===== src/rtl/core/tasr_pkg.sv =====
// ----------------------------------------------------------------------------
// Two-axis ramp generator package
// Shared constants, configuration register indexes and the control record
// that the sequencer hands to the shared arithmetic unit.
// ----------------------------------------------------------------------------
package tasr_pkg;

  localparam int POS_BITS_DEF  = 24;
  localparam int FRAC_BITS_DEF = 16;
  localparam int RATE_W        = 20;
  localparam int ELAPSED_W     = 16;
  localparam int CFG_IDX_W     = 3;
  localparam int US_PER_S      = 1000000;
  localparam int DIST_CAP_LOG2 = 60;

  localparam logic [RATE_W-1:0] LIMIT_RST = RATE_W'(50000);
  localparam logic [RATE_W-1:0] ACCEL_RST = RATE_W'(100000);
  localparam logic [RATE_W-1:0] BRAKE_RST = RATE_W'(50000);

  localparam logic [CFG_IDX_W-1:0] CFG_LIMIT_PITCH = 3'd0;
  localparam logic [CFG_IDX_W-1:0] CFG_LIMIT_YAW   = 3'd1;
  localparam logic [CFG_IDX_W-1:0] CFG_ACCEL_PITCH = 3'd2;
  localparam logic [CFG_IDX_W-1:0] CFG_ACCEL_YAW   = 3'd3;
  localparam logic [CFG_IDX_W-1:0] CFG_BRAKE_PITCH = 3'd4;
  localparam logic [CFG_IDX_W-1:0] CFG_BRAKE_YAW   = 3'd5;

  localparam logic OP_MUL = 1'b0;
  localparam logic OP_DIV = 1'b1;

  typedef struct packed {
    logic start;
    logic op;
  } alu_ctl_t;

endpackage


===== src/rtl/core/tasr_if.sv =====
// ----------------------------------------------------------------------------
// Two-axis ramp generator channels
// Valid/ready channels for tick requests and step results.
// ----------------------------------------------------------------------------
interface tasr_in_if import tasr_pkg::*; #(
  parameter int POS_BITS = POS_BITS_DEF
);
  logic                       valid;
  logic                       ready;
  logic [ELAPSED_W-1:0]       elapsed_us;
  logic signed [POS_BITS-1:0] target_pitch;
  logic signed [POS_BITS-1:0] target_yaw;

  modport source (output valid, elapsed_us, target_pitch, target_yaw, input ready);
  modport sink   (input valid, elapsed_us, target_pitch, target_yaw, output ready);
endinterface

interface tasr_out_if import tasr_pkg::*; #(
  parameter int POS_BITS = POS_BITS_DEF
);
  logic                       valid;
  logic                       ready;
  logic                       pulse_pitch;
  logic                       forward_pitch;
  logic                       pulse_yaw;
  logic                       forward_yaw;
  logic signed [POS_BITS-1:0] count_pitch;
  logic signed [POS_BITS-1:0] count_yaw;

  modport source (output valid, pulse_pitch, forward_pitch, pulse_yaw, forward_yaw,
                  count_pitch, count_yaw, input ready);
  modport sink   (input valid, pulse_pitch, forward_pitch, pulse_yaw, forward_yaw,
                  count_pitch, count_yaw, output ready);
endinterface


===== src/rtl/core/tasr_alu.sv =====
// ----------------------------------------------------------------------------
// Shared serial arithmetic unit
// Shift-add multiplier and restoring divider that share one shift register and
// one step counter; done pulses for one cycle when the result is ready.
// ----------------------------------------------------------------------------
module tasr_alu import tasr_pkg::*; #(
  parameter int W = POS_BITS_DEF + FRAC_BITS_DEF
) (
  input  logic             clk,
  input  logic             rst_n,
  input  alu_ctl_t         ctl,
  input  logic [2*W-1:0]   x,
  input  logic [W-1:0]     y,
  output logic             done,
  output logic [2*W-1:0]   res
);

  localparam int P2   = 2 * W;
  localparam int CNTW = $clog2(P2 + 1);

  logic [P2-1:0]   a_r;
  logic [P2-1:0]   acc_r;
  logic [W-1:0]    b_r;
  logic [W-1:0]    rem_r;
  logic            op_r;
  logic            busy_r;
  logic            done_r;
  logic [CNTW-1:0] cnt_r;
  logic [W:0]      sh;
  logic [W:0]      diff;
  logic            ge;

  assign sh   = {rem_r, a_r[P2-1]};
  assign diff = sh - {1'b0, b_r};
  assign ge   = (sh >= {1'b0, b_r});

  always_ff @(posedge clk) begin
    if (!rst_n) begin
      busy_r <= 1'b0;
      done_r <= 1'b0;
      cnt_r  <= '0;
    end else begin
      done_r <= 1'b0;
      if (ctl.start) begin
        busy_r <= 1'b1;
        cnt_r  <= (ctl.op == OP_MUL) ? CNTW'(W) : CNTW'(P2);
      end else if (busy_r) begin
        cnt_r <= cnt_r - CNTW'(1);
        if (cnt_r == CNTW'(1)) begin
          busy_r <= 1'b0;
          done_r <= 1'b1;
        end
      end
    end
  end

  always_ff @(posedge clk) begin
    if (ctl.start) begin
      a_r   <= x;
      b_r   <= y;
      acc_r <= '0;
      rem_r <= '0;
      op_r  <= ctl.op;
    end else if (busy_r) begin
      if (op_r == OP_MUL) begin
        if (b_r[0]) begin
          acc_r <= acc_r + a_r;
        end
        a_r <= {a_r[P2-2:0], 1'b0};
        b_r <= {1'b0, b_r[W-1:1]};
      end else begin
        rem_r <= ge ? diff[W-1:0] : sh[W-1:0];
        a_r   <= {a_r[P2-2:0], ge};
      end
    end
  end

  assign done = done_r;
  assign res  = (op_r == OP_MUL) ? acc_r : a_r;

endmodule


===== src/rtl/core/two_axis_stepper_ramp_generator_top.sv =====
// ----------------------------------------------------------------------------
// Two-axis stepper ramp generator
// Per tick request, each axis integrates its ideal position, issues at most
// one step and then brakes, accelerates or holds its speed after a stopping-distance test.
//
// Channel  Direction  Handshake     Contents
// in_req   sink       valid/ready   elapsed_us, target_pitch, target_yaw
// out_res  source     valid/ready   pulse, forward and count for both axes
// cfg_*    sink       write enable  register index and 20-bit value
//
// AW is the width of the shared unit (POS_BITS+FRAC_BITS+11 at the default
// widths). Per axis the unit runs five serial multiplies, two of which divide
// by one million through a reciprocal, and one restoring divide by the brake
// rate. in_req is ready only while the sequencer is idle. The result sits in
// an output register, so a stalled out_res only holds the sequencer when a
// second result is finished. Reset is synchronous and needs no clearing pass.
// ----------------------------------------------------------------------------
module two_axis_stepper_ramp_generator_top import tasr_pkg::*; #(
  parameter int POS_BITS  = POS_BITS_DEF,
  parameter int FRAC_BITS = FRAC_BITS_DEF
) (
  input  logic                  clk,
  input  logic                  rst_n,
  tasr_in_if.sink               in_req,
  tasr_out_if.source            out_res,
  input  logic                  cfg_we,
  input  logic [CFG_IDX_W-1:0]  cfg_index,
  input  logic [RATE_W-1:0]     cfg_wdata
);

  localparam int PW = POS_BITS + FRAC_BITS;
  localparam int P2 = 2 * PW;
  localparam int CW = ((P2 > DIST_CAP_LOG2) ? P2 : DIST_CAP_LOG2) + 3;

  // Division by one million: the dividend is first shifted right by six,
  // then multiplied by a rounded-up reciprocal of 15625.
  localparam int XW_POS    = PW + ELAPSED_W;
  localparam int XW_RATE   = RATE_W + ELAPSED_W + FRAC_BITS;
  localparam int XW        = (XW_POS > XW_RATE) ? XW_POS : XW_RATE;
  localparam int RCP_PRE   = 6;
  localparam int RCP_D     = US_PER_S >> RCP_PRE;
  localparam int NW        = XW - RCP_PRE;
  localparam int RCP_K     = NW + 14;
  localparam int AW        = NW + 1;
  localparam int AP2       = 2 * AW;

  localparam logic [RCP_K:0] RCP_POW = {1'b1, {RCP_K{1'b0}}};
  localparam logic [RCP_K:0] RCP_M   =
    (RCP_POW + (RCP_K+1)'(RCP_D - 1)) / (RCP_K+1)'(RCP_D);

  localparam logic signed [CW-1:0] ONE_W = 1;
  localparam logic signed [CW-1:0] PMAX  = {{(CW-PW+1){1'b0}}, {(PW-1){1'b1}}};
  localparam logic signed [CW-1:0] PMIN  = ~PMAX;
  localparam logic signed [CW-1:0] DCAP  = ONE_W <<< DIST_CAP_LOG2;

  localparam logic [2:0] S_IDLE = 3'd0;
  localparam logic [2:0] S_MUL1 = 3'd1;
  localparam logic [2:0] S_RCP1 = 3'd2;
  localparam logic [2:0] S_MUL2 = 3'd3;
  localparam logic [2:0] S_DIV2 = 3'd4;
  localparam logic [2:0] S_MUL3 = 3'd5;
  localparam logic [2:0] S_RCP3 = 3'd6;
  localparam logic [2:0] S_OUT  = 3'd7;

  logic [2:0]                 state_r;
  logic                       ax_r;
  logic                       start_r;
  logic                       brk_r;
  logic                       acc_ok_r;
  logic [RATE_W-1:0]          limit_r [2];
  logic [RATE_W-1:0]          accel_r [2];
  logic [RATE_W-1:0]          brake_r [2];
  logic [ELAPSED_W-1:0]       e_r;
  logic signed [POS_BITS-1:0] goal_r [2];
  logic signed [PW-1:0]       pos_r [2];
  logic signed [PW-1:0]       spd_r [2];
  logic signed [POS_BITS-1:0] cnt_r [2];
  logic [1:0]                 pulse_r;
  logic [1:0]                 fwd_r;
  logic                       out_valid_r;
  logic                       o_pulse_p_r, o_fwd_p_r, o_pulse_y_r, o_fwd_y_r;
  logic signed [POS_BITS-1:0] o_cnt_p_r, o_cnt_y_r;

  alu_ctl_t                   alu_ctl;
  logic [AP2-1:0]             alu_x;
  logic [AW-1:0]              alu_y;
  logic                       alu_done;
  logic [AP2-1:0]             alu_res;

  logic signed [PW-1:0]       sp;
  logic                       dir_fwd;
  logic [PW-1:0]              m;
  logic [RATE_W-1:0]          b_eff;
  logic signed [CW-1:0]       res_w, quo_w, pos_w, sp_w, cnt_w, goal_w, m_w, lim_w;
  logic signed [CW-1:0]       psum, npos_w, up_th, cnt1, dn_th, cnt2;
  logic                       up, dn;
  logic signed [CW-1:0]       dq, stop_len, dpos, target, nsp, nsp_sat;
  logic                       brk_now, acc_ok_now;

  assign sp      = spd_r[ax_r];
  assign dir_fwd = (sp > 0);
  assign m       = sp[PW-1] ? (~sp + PW'(1)) : sp;
  assign b_eff   = (brake_r[ax_r] == '0) ? RATE_W'(1) : brake_r[ax_r];

  assign res_w  = CW'(alu_res);
  assign quo_w  = CW'(alu_res >> RCP_K);
  assign pos_w  = {{(CW-PW){pos_r[ax_r][PW-1]}}, pos_r[ax_r]};
  assign sp_w   = {{(CW-PW){sp[PW-1]}}, sp};
  assign cnt_w  = {{(CW-POS_BITS){cnt_r[ax_r][POS_BITS-1]}}, cnt_r[ax_r]};
  assign goal_w = {{(CW-POS_BITS){goal_r[ax_r][POS_BITS-1]}}, goal_r[ax_r]};
  assign m_w    = {{(CW-PW){1'b0}}, m};
  assign lim_w  = {{(CW-RATE_W){1'b0}}, limit_r[ax_r]};

  always_comb begin
    psum   = sp[PW-1] ? (pos_w - quo_w) : (pos_w + quo_w);
    npos_w = (psum > PMAX) ? PMAX : ((psum < PMIN) ? PMIN : psum);
    up_th  = (cnt_w + ONE_W) <<< FRAC_BITS;
    up     = (npos_w > up_th);
    cnt1   = up ? (cnt_w + ONE_W) : cnt_w;
    dn_th  = (cnt1 - ONE_W) <<< FRAC_BITS;
    dn     = (npos_w < dn_th);
    cnt2   = dn ? (cnt1 - ONE_W) : cnt1;

    dq         = res_w >>> (FRAC_BITS + 1);
    stop_len   = (dq > DCAP) ? DCAP : dq;
    dpos       = dir_fwd ? (pos_w + stop_len) : (pos_w - stop_len);
    target     = goal_w <<< FRAC_BITS;
    brk_now    = dir_fwd ? (dpos >= target) : (dpos <= target);
    acc_ok_now = (m_w < (lim_w <<< FRAC_BITS));

    if (brk_r) begin
      nsp = dir_fwd ? (sp_w - quo_w) : (sp_w + quo_w);
    end else if (acc_ok_r) begin
      nsp = dir_fwd ? (sp_w + quo_w) : (sp_w - quo_w);
    end else begin
      nsp = sp_w;
    end
    nsp_sat = (nsp > PMAX) ? PMAX : ((nsp < PMIN) ? PMIN : nsp);
  end

  always_comb begin
    alu_ctl.start = start_r;
    alu_ctl.op    = OP_MUL;
    alu_x         = '0;
    alu_y         = '0;
    case (state_r)
      S_MUL1: begin
        alu_x = AP2'(m);
        alu_y = AW'(e_r);
      end
      S_RCP1, S_RCP3: begin
        alu_x = AP2'(RCP_M);
        alu_y = AW'(alu_res >> RCP_PRE);
      end
      S_MUL2: begin
        alu_x = AP2'(m);
        alu_y = AW'(m);
      end
      S_DIV2: begin
        alu_ctl.op = OP_DIV;
        alu_x      = alu_res;
        alu_y      = AW'(b_eff);
      end
      S_MUL3: begin
        alu_x = AP2'(brk_r ? b_eff : accel_r[ax_r]) << FRAC_BITS;
        alu_y = AW'(e_r);
      end
      default: begin
        alu_ctl.op = OP_MUL;
      end
    endcase
  end

  tasr_alu #(
    .W (AW)
  ) u_alu (
    .clk   (clk),
    .rst_n (rst_n),
    .ctl   (alu_ctl),
    .x     (alu_x),
    .y     (alu_y),
    .done  (alu_done),
    .res   (alu_res)
  );

  always_ff @(posedge clk) begin
    if (!rst_n) begin
      limit_r[0] <= LIMIT_RST;
      limit_r[1] <= LIMIT_RST;
      accel_r[0] <= ACCEL_RST;
      accel_r[1] <= ACCEL_RST;
      brake_r[0] <= BRAKE_RST;
      brake_r[1] <= BRAKE_RST;
    end else if (cfg_we) begin
      case (cfg_index)
        CFG_LIMIT_PITCH: limit_r[0] <= cfg_wdata;
        CFG_LIMIT_YAW:   limit_r[1] <= cfg_wdata;
        CFG_ACCEL_PITCH: accel_r[0] <= cfg_wdata;
        CFG_ACCEL_YAW:   accel_r[1] <= cfg_wdata;
        CFG_BRAKE_PITCH: brake_r[0] <= cfg_wdata;
        CFG_BRAKE_YAW:   brake_r[1] <= cfg_wdata;
        default: begin
        end
      endcase
    end
  end

  always_ff @(posedge clk) begin
    if (!rst_n) begin
      state_r     <= S_IDLE;
      ax_r        <= 1'b0;
      start_r     <= 1'b0;
      out_valid_r <= 1'b0;
      pos_r[0]    <= '0;
      pos_r[1]    <= '0;
      spd_r[0]    <= '0;
      spd_r[1]    <= '0;
      cnt_r[0]    <= '0;
      cnt_r[1]    <= '0;
    end else begin
      start_r <= 1'b0;
      if ((state_r == S_OUT) && (!out_valid_r || out_res.ready)) begin
        out_valid_r <= 1'b1;
      end else if (out_valid_r && out_res.ready) begin
        out_valid_r <= 1'b0;
      end
      case (state_r)
        S_IDLE: begin
          if (in_req.valid) begin
            e_r       <= in_req.elapsed_us;
            goal_r[0] <= in_req.target_pitch;
            goal_r[1] <= in_req.target_yaw;
            ax_r      <= 1'b0;
            start_r   <= 1'b1;
            state_r   <= S_MUL1;
          end
        end
        S_MUL1, S_MUL2, S_MUL3: begin
          if (alu_done) begin
            start_r <= 1'b1;
            state_r <= state_r + 3'd1;
          end
        end
        S_RCP1: begin
          if (alu_done) begin
            pos_r[ax_r]   <= npos_w[PW-1:0];
            cnt_r[ax_r]   <= cnt2[POS_BITS-1:0];
            pulse_r[ax_r] <= up | dn;
            fwd_r[ax_r]   <= up & ~dn;
            start_r       <= 1'b1;
            state_r       <= S_MUL2;
          end
        end
        S_DIV2: begin
          if (alu_done) begin
            brk_r    <= brk_now;
            acc_ok_r <= acc_ok_now;
            start_r  <= 1'b1;
            state_r  <= S_MUL3;
          end
        end
        S_RCP3: begin
          if (alu_done) begin
            spd_r[ax_r] <= nsp_sat[PW-1:0];
            if (!ax_r) begin
              ax_r    <= 1'b1;
              start_r <= 1'b1;
              state_r <= S_MUL1;
            end else begin
              state_r <= S_OUT;
            end
          end
        end
        S_OUT: begin
          if (!out_valid_r || out_res.ready) begin
            o_pulse_p_r <= pulse_r[0];
            o_fwd_p_r   <= fwd_r[0];
            o_pulse_y_r <= pulse_r[1];
            o_fwd_y_r   <= fwd_r[1];
            o_cnt_p_r   <= cnt_r[0];
            o_cnt_y_r   <= cnt_r[1];
            state_r     <= S_IDLE;
          end
        end
        default: begin
          state_r <= S_IDLE;
        end
      endcase
    end
  end

  assign in_req.ready          = (state_r == S_IDLE);
  assign out_res.valid         = out_valid_r;
  assign out_res.pulse_pitch   = o_pulse_p_r;
  assign out_res.forward_pitch = o_fwd_p_r;
  assign out_res.pulse_yaw     = o_pulse_y_r;
  assign out_res.forward_yaw   = o_fwd_y_r;
  assign out_res.count_pitch   = o_cnt_p_r;
  assign out_res.count_yaw     = o_cnt_y_r;

endmodule


===== src/flat_wrapper.sv =====
// flat-port wrapper written by rule: the top's interface ports become plain ports
module two_axis_stepper_ramp_generator_top_flat import tasr_pkg::*;
#(
  parameter int POS_BITS  = POS_BITS_DEF,
  parameter int FRAC_BITS = FRAC_BITS_DEF
)
  (clk, rst_n, cfg_we, cfg_index, cfg_wdata, in_req_valid, in_req_elapsed_us, in_req_target_pitch, in_req_target_yaw, in_req_ready, out_res_valid, out_res_pulse_pitch, out_res_forward_pitch, out_res_pulse_yaw, out_res_forward_yaw, out_res_count_pitch, out_res_count_yaw, out_res_ready);
  tasr_in_if #(.POS_BITS(POS_BITS)) in_req_i ();
  tasr_out_if #(.POS_BITS(POS_BITS)) out_res_i ();
  input  logic clk;
  input  logic rst_n;
  input  logic cfg_we;
  input  logic [CFG_IDX_W-1:0] cfg_index;
  input  logic [RATE_W-1:0] cfg_wdata;
  input wire logic [$bits(in_req_i.valid)-1:0] in_req_valid;
  input wire logic [$bits(in_req_i.elapsed_us)-1:0] in_req_elapsed_us;
  input wire logic [$bits(in_req_i.target_pitch)-1:0] in_req_target_pitch;
  input wire logic [$bits(in_req_i.target_yaw)-1:0] in_req_target_yaw;
  output wire logic [$bits(in_req_i.ready)-1:0] in_req_ready;
  output wire logic [$bits(out_res_i.valid)-1:0] out_res_valid;
  output wire logic [$bits(out_res_i.pulse_pitch)-1:0] out_res_pulse_pitch;
  output wire logic [$bits(out_res_i.forward_pitch)-1:0] out_res_forward_pitch;
  output wire logic [$bits(out_res_i.pulse_yaw)-1:0] out_res_pulse_yaw;
  output wire logic [$bits(out_res_i.forward_yaw)-1:0] out_res_forward_yaw;
  output wire logic [$bits(out_res_i.count_pitch)-1:0] out_res_count_pitch;
  output wire logic [$bits(out_res_i.count_yaw)-1:0] out_res_count_yaw;
  input wire logic [$bits(out_res_i.ready)-1:0] out_res_ready;
  assign in_req_i.valid = in_req_valid;
  assign in_req_i.elapsed_us = in_req_elapsed_us;
  assign in_req_i.target_pitch = in_req_target_pitch;
  assign in_req_i.target_yaw = in_req_target_yaw;
  assign in_req_ready = in_req_i.ready;
  assign out_res_valid = out_res_i.valid;
  assign out_res_pulse_pitch = out_res_i.pulse_pitch;
  assign out_res_forward_pitch = out_res_i.forward_pitch;
  assign out_res_pulse_yaw = out_res_i.pulse_yaw;
  assign out_res_forward_yaw = out_res_i.forward_yaw;
  assign out_res_count_pitch = out_res_i.count_pitch;
  assign out_res_count_yaw = out_res_i.count_yaw;
  assign out_res_i.ready = out_res_ready;
  two_axis_stepper_ramp_generator_top #(.POS_BITS(POS_BITS), .FRAC_BITS(FRAC_BITS)) u_core (.clk(clk), .rst_n(rst_n), .in_req(in_req_i), .out_res(out_res_i), .cfg_we(cfg_we), .cfg_index(cfg_index), .cfg_wdata(cfg_wdata));
endmodule

===== config.mk =====
export PLATFORM = sky130hd
export DESIGN_NAME = two_axis_stepper_ramp_generator_top_flat
export DESIGN_NICKNAME = d
export VERILOG_FILES = /design/src/rtl/core/tasr_pkg.sv /design/src/rtl/core/tasr_if.sv /design/src/rtl/core/tasr_alu.sv /design/src/rtl/core/two_axis_stepper_ramp_generator_top.sv /design/src/flat_wrapper.sv
export SDC_FILE = /design/constraint.sdc
export NUM_CORES = 2
export LEC_CHECK = 0
export ABC_CLOCK_PERIOD_IN_PS = 17400
export BUFFER_PORTS_ARGS = -buffer_cell sky130_fd_sc_hd__clkbuf_2
export CORE_ASPECT_RATIO = 0.8
export CORE_MARGIN = 2
export CORE_UTILIZATION = 25
export CTS_BUF_LIST = sky130_fd_sc_hd__clkbuf_16
export CTS_CLUSTER_SIZE = 14
export DETAILED_ROUTE_END_ITERATION = 7
export SLEW_MARGIN = 25
export SYNTH_ARGS = -nofsm -noshare
export SYNTH_HDL_FRONTEND = slang
export SYNTH_SLANG_ARGS = --single-unit

===== constraint.sdc =====
create_clock -name clk -period 17.4 [get_ports clk]
set_input_delay 2.61 -clock clk [delete_from_list [all_inputs] [get_ports clk]]
set_output_delay 2.61 -clock clk [all_outputs]
set_load 0.05 [all_outputs]

Word level (Yosys, flattened, before mapping)
Memory sizes are Yosys's and may differ from the RTL's. A register that Yosys moved wholly into a read port is not among the register bits.
Index checks and enable logic that the tools add are counted.
{"block": "op_classes", "n_addsub": 13, "magnitude_cmp": 14, "eq_ne": 21, "mux": 120, "n_bitwise": 13, "reduce_logical": 30}
{"operator": "two-way mux 83 bit", "n": 9}
{"operator": "one-hot mux 102 bit (4 select lines)", "n": 1}
{"operator": "two-way mux 102 bit", "n": 3}
{"operator": "two-way mux 51 bit", "n": 4}
{"operator": "one-hot mux 51 bit (4 select lines)", "n": 1}
{"operator": "two-way mux 40 bit", "n": 5}
{"operator": "greater-than comparator 83 x 40 -> 1 bit, second input constant", "n": 2}
{"operator": "< comparator 83 x 40 -> 1 bit, second input constant", "n": 2}
{"operator": "two-way mux 20 bit", "n": 8}
{"operator": "adder 102 bit", "n": 1}
{"operator": "adder 40 x 83 -> 83 bit", "n": 1}
{"operator": ">= comparator 83 x 40 -> 1 bit", "n": 1}
{"operator": "greater-than comparator 83 bit", "n": 1}
{"operator": "<= comparator 83 x 40 -> 1 bit", "n": 1}
{"operator": "< comparator 83 bit", "n": 1}
{"operator": "subtractor 40 x 83 -> 83 bit", "n": 1}
{"operator": "adder 40 x 39 -> 41 bit", "n": 2}
{"operator": "subtractor 40 x 39 -> 41 bit", "n": 2}
{"operator": "OR reduction 40 bit", "n": 2}
{"operator": "two-way mux 1 bit", "n": 70}
{"operator": "two-way mux 67 bit", "n": 1}
{"operator": "subtractor 67 x 2 -> 67 bit, second input constant", "n": 1}
{"operator": "greater-than comparator 66 x 62 -> 1 bit, second input constant", "n": 1}
{"operator": ">= comparator 52 x 51 -> 1 bit", "n": 1}
{"operator": "other kinds (41)", "n": 89}
{"block": "word_totals", "ff_bits": 348, "ramBits": 376, "inputBits": 92, "out_inout_bits": 54, "mem_count": 7}
{"name": "u_core.pos_r", "depth": 2, "width": 40, "rd": 1, "rd_ports_with_merged_regs": 1, "write_ports": 2, "line_no": "two_axis_stepper_ramp_generator_top.sv:75", "text": "logic signed [PW-1:0] pos_r [2];"}
{"name": "u_core.spd_r", "depth": 2, "width": 40, "rd": 1, "rd_ports_with_merged_regs": 1, "write_ports": 2, "line_no": "two_axis_stepper_ramp_generator_top.sv:76", "text": "logic signed [PW-1:0] spd_r [2];"}
{"name": "u_core.cnt_r", "depth": 2, "width": 24, "rd": 3, "rd_ports_with_merged_regs": 3, "write_ports": 2, "line_no": "two_axis_stepper_ramp_generator_top.sv:77", "text": "logic signed [POS_BITS-1:0] cnt_r [2];"}
{"name": "u_core.goal_r", "depth": 2, "width": 24, "rd": 1, "rd_ports_with_merged_regs": 1, "write_ports": 2, "line_no": "two_axis_stepper_ramp_generator_top.sv:74", "text": "logic signed [POS_BITS-1:0] goal_r [2];"}
{"name": "u_core.accel_r", "depth": 2, "width": 20, "rd": 1, "rd_ports_with_merged_regs": 1, "write_ports": 2, "line_no": "two_axis_stepper_ramp_generator_top.sv:71", "text": "logic [RATE_W-1:0] accel_r [2];"}
{"name": "u_core.brake_r", "depth": 2, "width": 20, "rd": 1, "rd_ports_with_merged_regs": 1, "write_ports": 2, "line_no": "two_axis_stepper_ramp_generator_top.sv:72", "text": "logic [RATE_W-1:0] brake_r [2];"}
{"name": "1 more memories"}

Logic depth before layout (Yosys ltp)
{"block": "logic_depth", "word_depth": 13, "ltp_mapped": 77, "depth_no_buf": 63}

Cells and area by module
Synthesis repeated with hierarchy kept, for this count alone.
{"block": "unflattened", "cells_unflattened": 7598, "hier_area_um2": 66348.6}
{"module": "two_axis_stepper_ramp_generator_top", "instances": 1, "cells_per_inst": 4883, "area_per_inst_um2": 43052.5, "seq_area_each_um2": 13653.1}
{"module": "tasr_alu", "instances": 1, "cells_per_inst": 2715, "area_per_inst_um2": 23296.1, "seq_area_each_um2": 7867.5}

Worst setup path after synthesis
No wires, ideal clock.
{"block": "synth_path", "path_type": "flip-flop to flip-flop", "start": "reg with a tool-made name", "end": "mem u_core.cnt_r[0][21] in the netlist's numbering, data pin", "setup_ns": 0.266, "arrival_time_ns": 15.022, "path_slack_ns": 2.112, "path_stages_with_launch": 68, "n_path_buf": 19, "period_less_slack_ns": 15.288, "path_cell_list": "dfxtp_1 > buf_2 > buf_4 > buf_2 > buf_2 > buf_2 > buf_2 > buf_2 > buf_2 > buf_1 > buf_1 > buf_1 > clkbuf_1 > mux2_2 > ha_1 > clkbuf_1 > o21a_1 > o21ai_0 > (+32 left out) > nand2_1 > ha_1 > ha_1 > a21o_1 > a21o_1 > a21o_1 > a21o_1 > a21o_1 > a21o_1 > a221oi_1 > o21ai_0 > xnor2_1 > a311o_1 > a21o_1 > buf_2 > nor4b_1 > xnor2_1 > nor2_1"}
{"element": "end: declaration", "line_no": "two_axis_stepper_ramp_generator_top.sv:77"}

==> impl_metrics.py <==
metrics = {
    "status": {
        "status": "finished, final reports clean",
    },
    "die": {
        "fp.dieArea_sq_mm": 0.262,
        "die_h_um": 458,
        "rows": 166,
        "die_w_um": 572,
        "start_util": 0.252,
        "num_io_pins": 146,
        "coreArea_sq_mm": 0.256,
    },
    "clock_network": {
        "clk_path_buf_depth": 3,
        "clk_pin_slew_ns": 0.06,
        "cts_tree": "yes",
        "cts_buffers": 94,
        "hold_buffers": 0,
        "clock_latency_ns": 0.79,
        "htreeDepth": 3,
        "clock_tree.root_cell": "clkbuf_16",
        "cts.sinks": 773,
    },
    "hold_path": {
        "hold_class": "flop to flop",
    },
    "global_route": {
        "grt_max_degree": 95,
        "antenna_found_initial": 20,
        "grt_pass1_vias": 54700,
        "grt_usage": 0.178,
        "grt.overflow.total": 0,
        "grt_pass1_wl_mm": 359,
    },
    "logic_synthesis": {
        "synth.avg_cell_area_sq_um": 8.82,
        "synth.net_count": 7960,
        "yosys_warnings": 0,
        "synthCells": 7313,
        "ys_ff_latch": 773,
        "ys_types": 103,
        "yosysSeqAreaShare": 0.334,
        "synthFlopType": "edfxtp_1",
        "synth_edf_count": 604,
        "async_reset_ff_frac": 0,
        "synth_area_sq_mm": 0.0645,
    },
    "setup_path": {
        "reg2reg_slack_ns": 1.32,
        "slowest_stage": "edfxtp_1",
        "critPathKind": "flop to flop",
        "cp_max_fo": 18,
        "startpoint_type": "flop",
        "critPathArrivalTime_ns": 16.55,
        "worstPathRequired_ns": 17.87,
        "r2r_cells": 57,
        "endpoint": "u_core.cnt_r[1][21]",
        "cp_common_cell": "a21o_1",
        "cp-end-kind": "flop",
        "critPathLaunch": "u_core.u_alu.op_r",
        "r2r_end": "u_core.cnt_r[1][21]",
        "r2r_start": "u_core.u_alu.op_r",
        "critPathMaxStageDelay_ns": 0.71,
    },
    "sta": {
        "post-route-min-period_ns": 16.08,
        "grt_setup_unrepaired": "false",
        "finalCritPeriodShare": 0.924,
        "relSlewSlack": 0.120,
        "max_freq_ghz": 0.0622,
        "tns_ns": 0,
        "hold_viol_final": 0,
        "setup_viol": 0,
        "clock_skew_ns": 0.125,
        "drv_slew": 0,
        "worst_slew_pin_slew_ns": 1.32,
        "fin_ws_ns": 1.32,
    },
    "placement": {
        "port_buffers": 145,
        "dp.cells": 10600,
        "hpwl_mm": 188,
        "place_ws_ns": 1.28,
        "gp_congestion": 0.971,
    },
    "layout": {
        "fillerInstances": 27000,
        "stdcell_count": 10800,
        "final_nets": 7937,
        "syn2layout_area_growth_pct": 12.3,
        "drive_above_1_share": 0.0920,
    },
    "power": {
        "leakage_uw": 0.0281,
        "ir_drop_mv": 0.0900,
        "p_per_area_mw_per_mm2": 114,
    },
    "routing": {
        "vias": 59100,
        "ant_nets": 0,
        "vias_per_cell": 5.46,
        "first_pass_iters": 8,
        "wl_per_cell_um": 22.6,
        "drc": 0,
        "drt-initial-drc-count": 7414,
        "wl_mm": 244,
    },
    "flow_run": {
        "cap_violations": 0,
    },
}
-- through the flow --
| step | area (sq um) | utilization | hold WS (ns) | power [uW] |
|---|---|---|---|---|
| floorplan | 64500 | - | 0.400 | 5000 |
| global placement | 69100 | 0.270 | 0.415 | 6040 |
| detailed placement | 69200 | 0.270 | 0.406 | 6100 |
| CTS | 72400 | 0.283 | 0.419 | 8200 |
| global route | 72400 | 0.283 | 0.423 | 8730 |
| finish | 72400 | 0.283 | 0.417 | 8260 |
-- metal layers --
layer | global-route usage | share of wire | vias to the layer above
li1 | - | - | 27100
met1 | 0.268 | 0.46 | 28800
met2 | 0.244 | 0.39 | 2743
met3 | 0.0474 | 0.11 | 358
met4 | 0.0505 | 0.029 | 18
met5 | 0.00534 | 0.0013 | -
-- cells in the mapped netlist (all sizes together), types with 19 or more instances --
library cell	instances	share of area
a41oi	19	0.0026
inv	304	0.018
a22oi	57	0.0066
and3	52	0.0050
nor3	145	0.012
ha	550	0.11
a21boi	26	0.0030
mux2	110	0.019
o21bai	59	0.0069
o2bb2ai	97	0.013
or3	56	0.0055
edfxtp	604	0.28
a21o	247	0.029
nor3b	23	0.0028
xnor2	344	0.047
o21a	74	0.0086
clkbuf	303	0.018
a31oi	112	0.011
o22ai	78	0.0076
and2	105	0.010
nand4	112	0.011
nand2	657	0.038
mux2i	194	0.031
o211ai	53	0.0062
o21ai	381	0.030
buf	82	0.0064
a221oi	40	0.0054
a211o	24	0.0033
a211oi	57	0.0067
o31ai	53	0.0065
nand3	121	0.0094
xor2	144	0.020
nor4	66	0.0069
dfxtp	169	0.052
nor2	623	0.036
nand2b	81	0.0079
or2	36	0.0035
nor2b	93	0.0090
a21oi	670	0.052
-- worst min path at each step --
stage               startpoint                            to  cells after the start
2_1_floorplan  u_core.fwd_r[0]  u_core.out_res.forward_pitch                      0
3_3_place_gp   u_core.fwd_r[1]    u_core.out_res.forward_yaw                      0
3_5_place_dp   u_core.fwd_r[1]    u_core.out_res.forward_yaw                      0
4_1_cts        u_core.fwd_r[1]    u_core.out_res.forward_yaw                      0
5_1_grt        u_core.fwd_r[1]    u_core.out_res.forward_yaw                      0
6_report       u_core.fwd_r[1]    u_core.out_res.forward_yaw                      0
-- logic make-up after synthesis --
family          Yosys count  synth area share
xor+xnor                488            0.0663
compound gates         2219             0.223
fa+ha+maj               573             0.111
simple gates           2248             0.168
flops                   773             0.334
mux                     322            0.0564
buf+inv                 690            0.0417
-- where the power goes --
part	leakage, uW	total, uW	switching, uW	internal, uW
registers	0.00730	2370	172	2190
logic	0.0192	3820	2420	1400
clock network	0.00159	2070	933	1140
total	0.0281	8260	3530	4730
-- worst max-delay path, delay by kind of cell (launching register included) --
family	cells	cell delay, ns
compound gates	22	5.80
buf+inv	4	0.61
xor+xnor	4	0.71
fa+ha+maj	6	1.69
simple gates	20	5.68
mux	1	0.57
flops	1	0.71
-- state kept, by name, indices dropped and copies added (netlist names), 2 cells and up, named ones only --
name                 flops
u_core.u_alu.a_r       102
u_core.u_alu.acc_r     102
u_core.pos_r            80
u_core.spd_r            80
u_core.u_alu.b_r        51
u_core.u_alu.rem_r      51
u_core.cnt_r            48
u_core.goal_r           48
u_core.accel_r          40
u_core.brake_r          40
u_core.limit_r          40
out_res_count_pitch     24
out_res_count_yaw       24
u_core.e_r              16
u_core.u_alu.cnt_r       7
u_core.state_r           3
u_core.fwd_r             2
u_core.pulse_r           2
-- layout by cell type (no fill, tap or decap), types with 34 or more instances in the layout --
master	instances
a211oi_1	56
a21o_1	246
a21oi_1	668
a221oi_1	40
a22oi_1	57
a31oi_1	112
and2_1	103
and3_1	49
buf_4	118
clkbuf_16	96
clkbuf_2	145
dfxtp_1	167
edfxtp_1	604
ha_1	549
inv_1	316
mux2_2	110
mux2i_1	181
nand2_1	654
nand2b_1	80
nand3_1	117
nand4_1	111
nor2_1	621
nor2b_1	93
nor3_1	139
nor4_1	57
o211ai_1	53
o21a_1	74
o21ai_0	373
o21bai_1	59
o22ai_1	78
o2bb2ai_1	97
o31ai_1	48
or2_2	34
or3_1	55
xnor2_1	336
xor2_1	144
-- timing repair --
item | CTS | global route
endpoints found under the setup margin | 0 | 34
resized for setup | 0 | 1
buffers inserted | 0 | 1
-- area by class of cell --
class / count / area, sq um / share of cell area
clock inverter: 79 / 776 / 0.0107
timing repair buffer: 266 / 1660 / 0.0230
tap: 3444 / 4310 / 0.0595
clock buffer: 96 / 2400 / 0.0332
antenna: 3 / 7.51 / 0.000104
sequential: 773 / 21500 / 0.297
inverter: 305 / 1150 / 0.0158
multi-input combinational: 5850 / 40600 / 0.561
No activity file was read; power rests on OpenSTA's default activity.
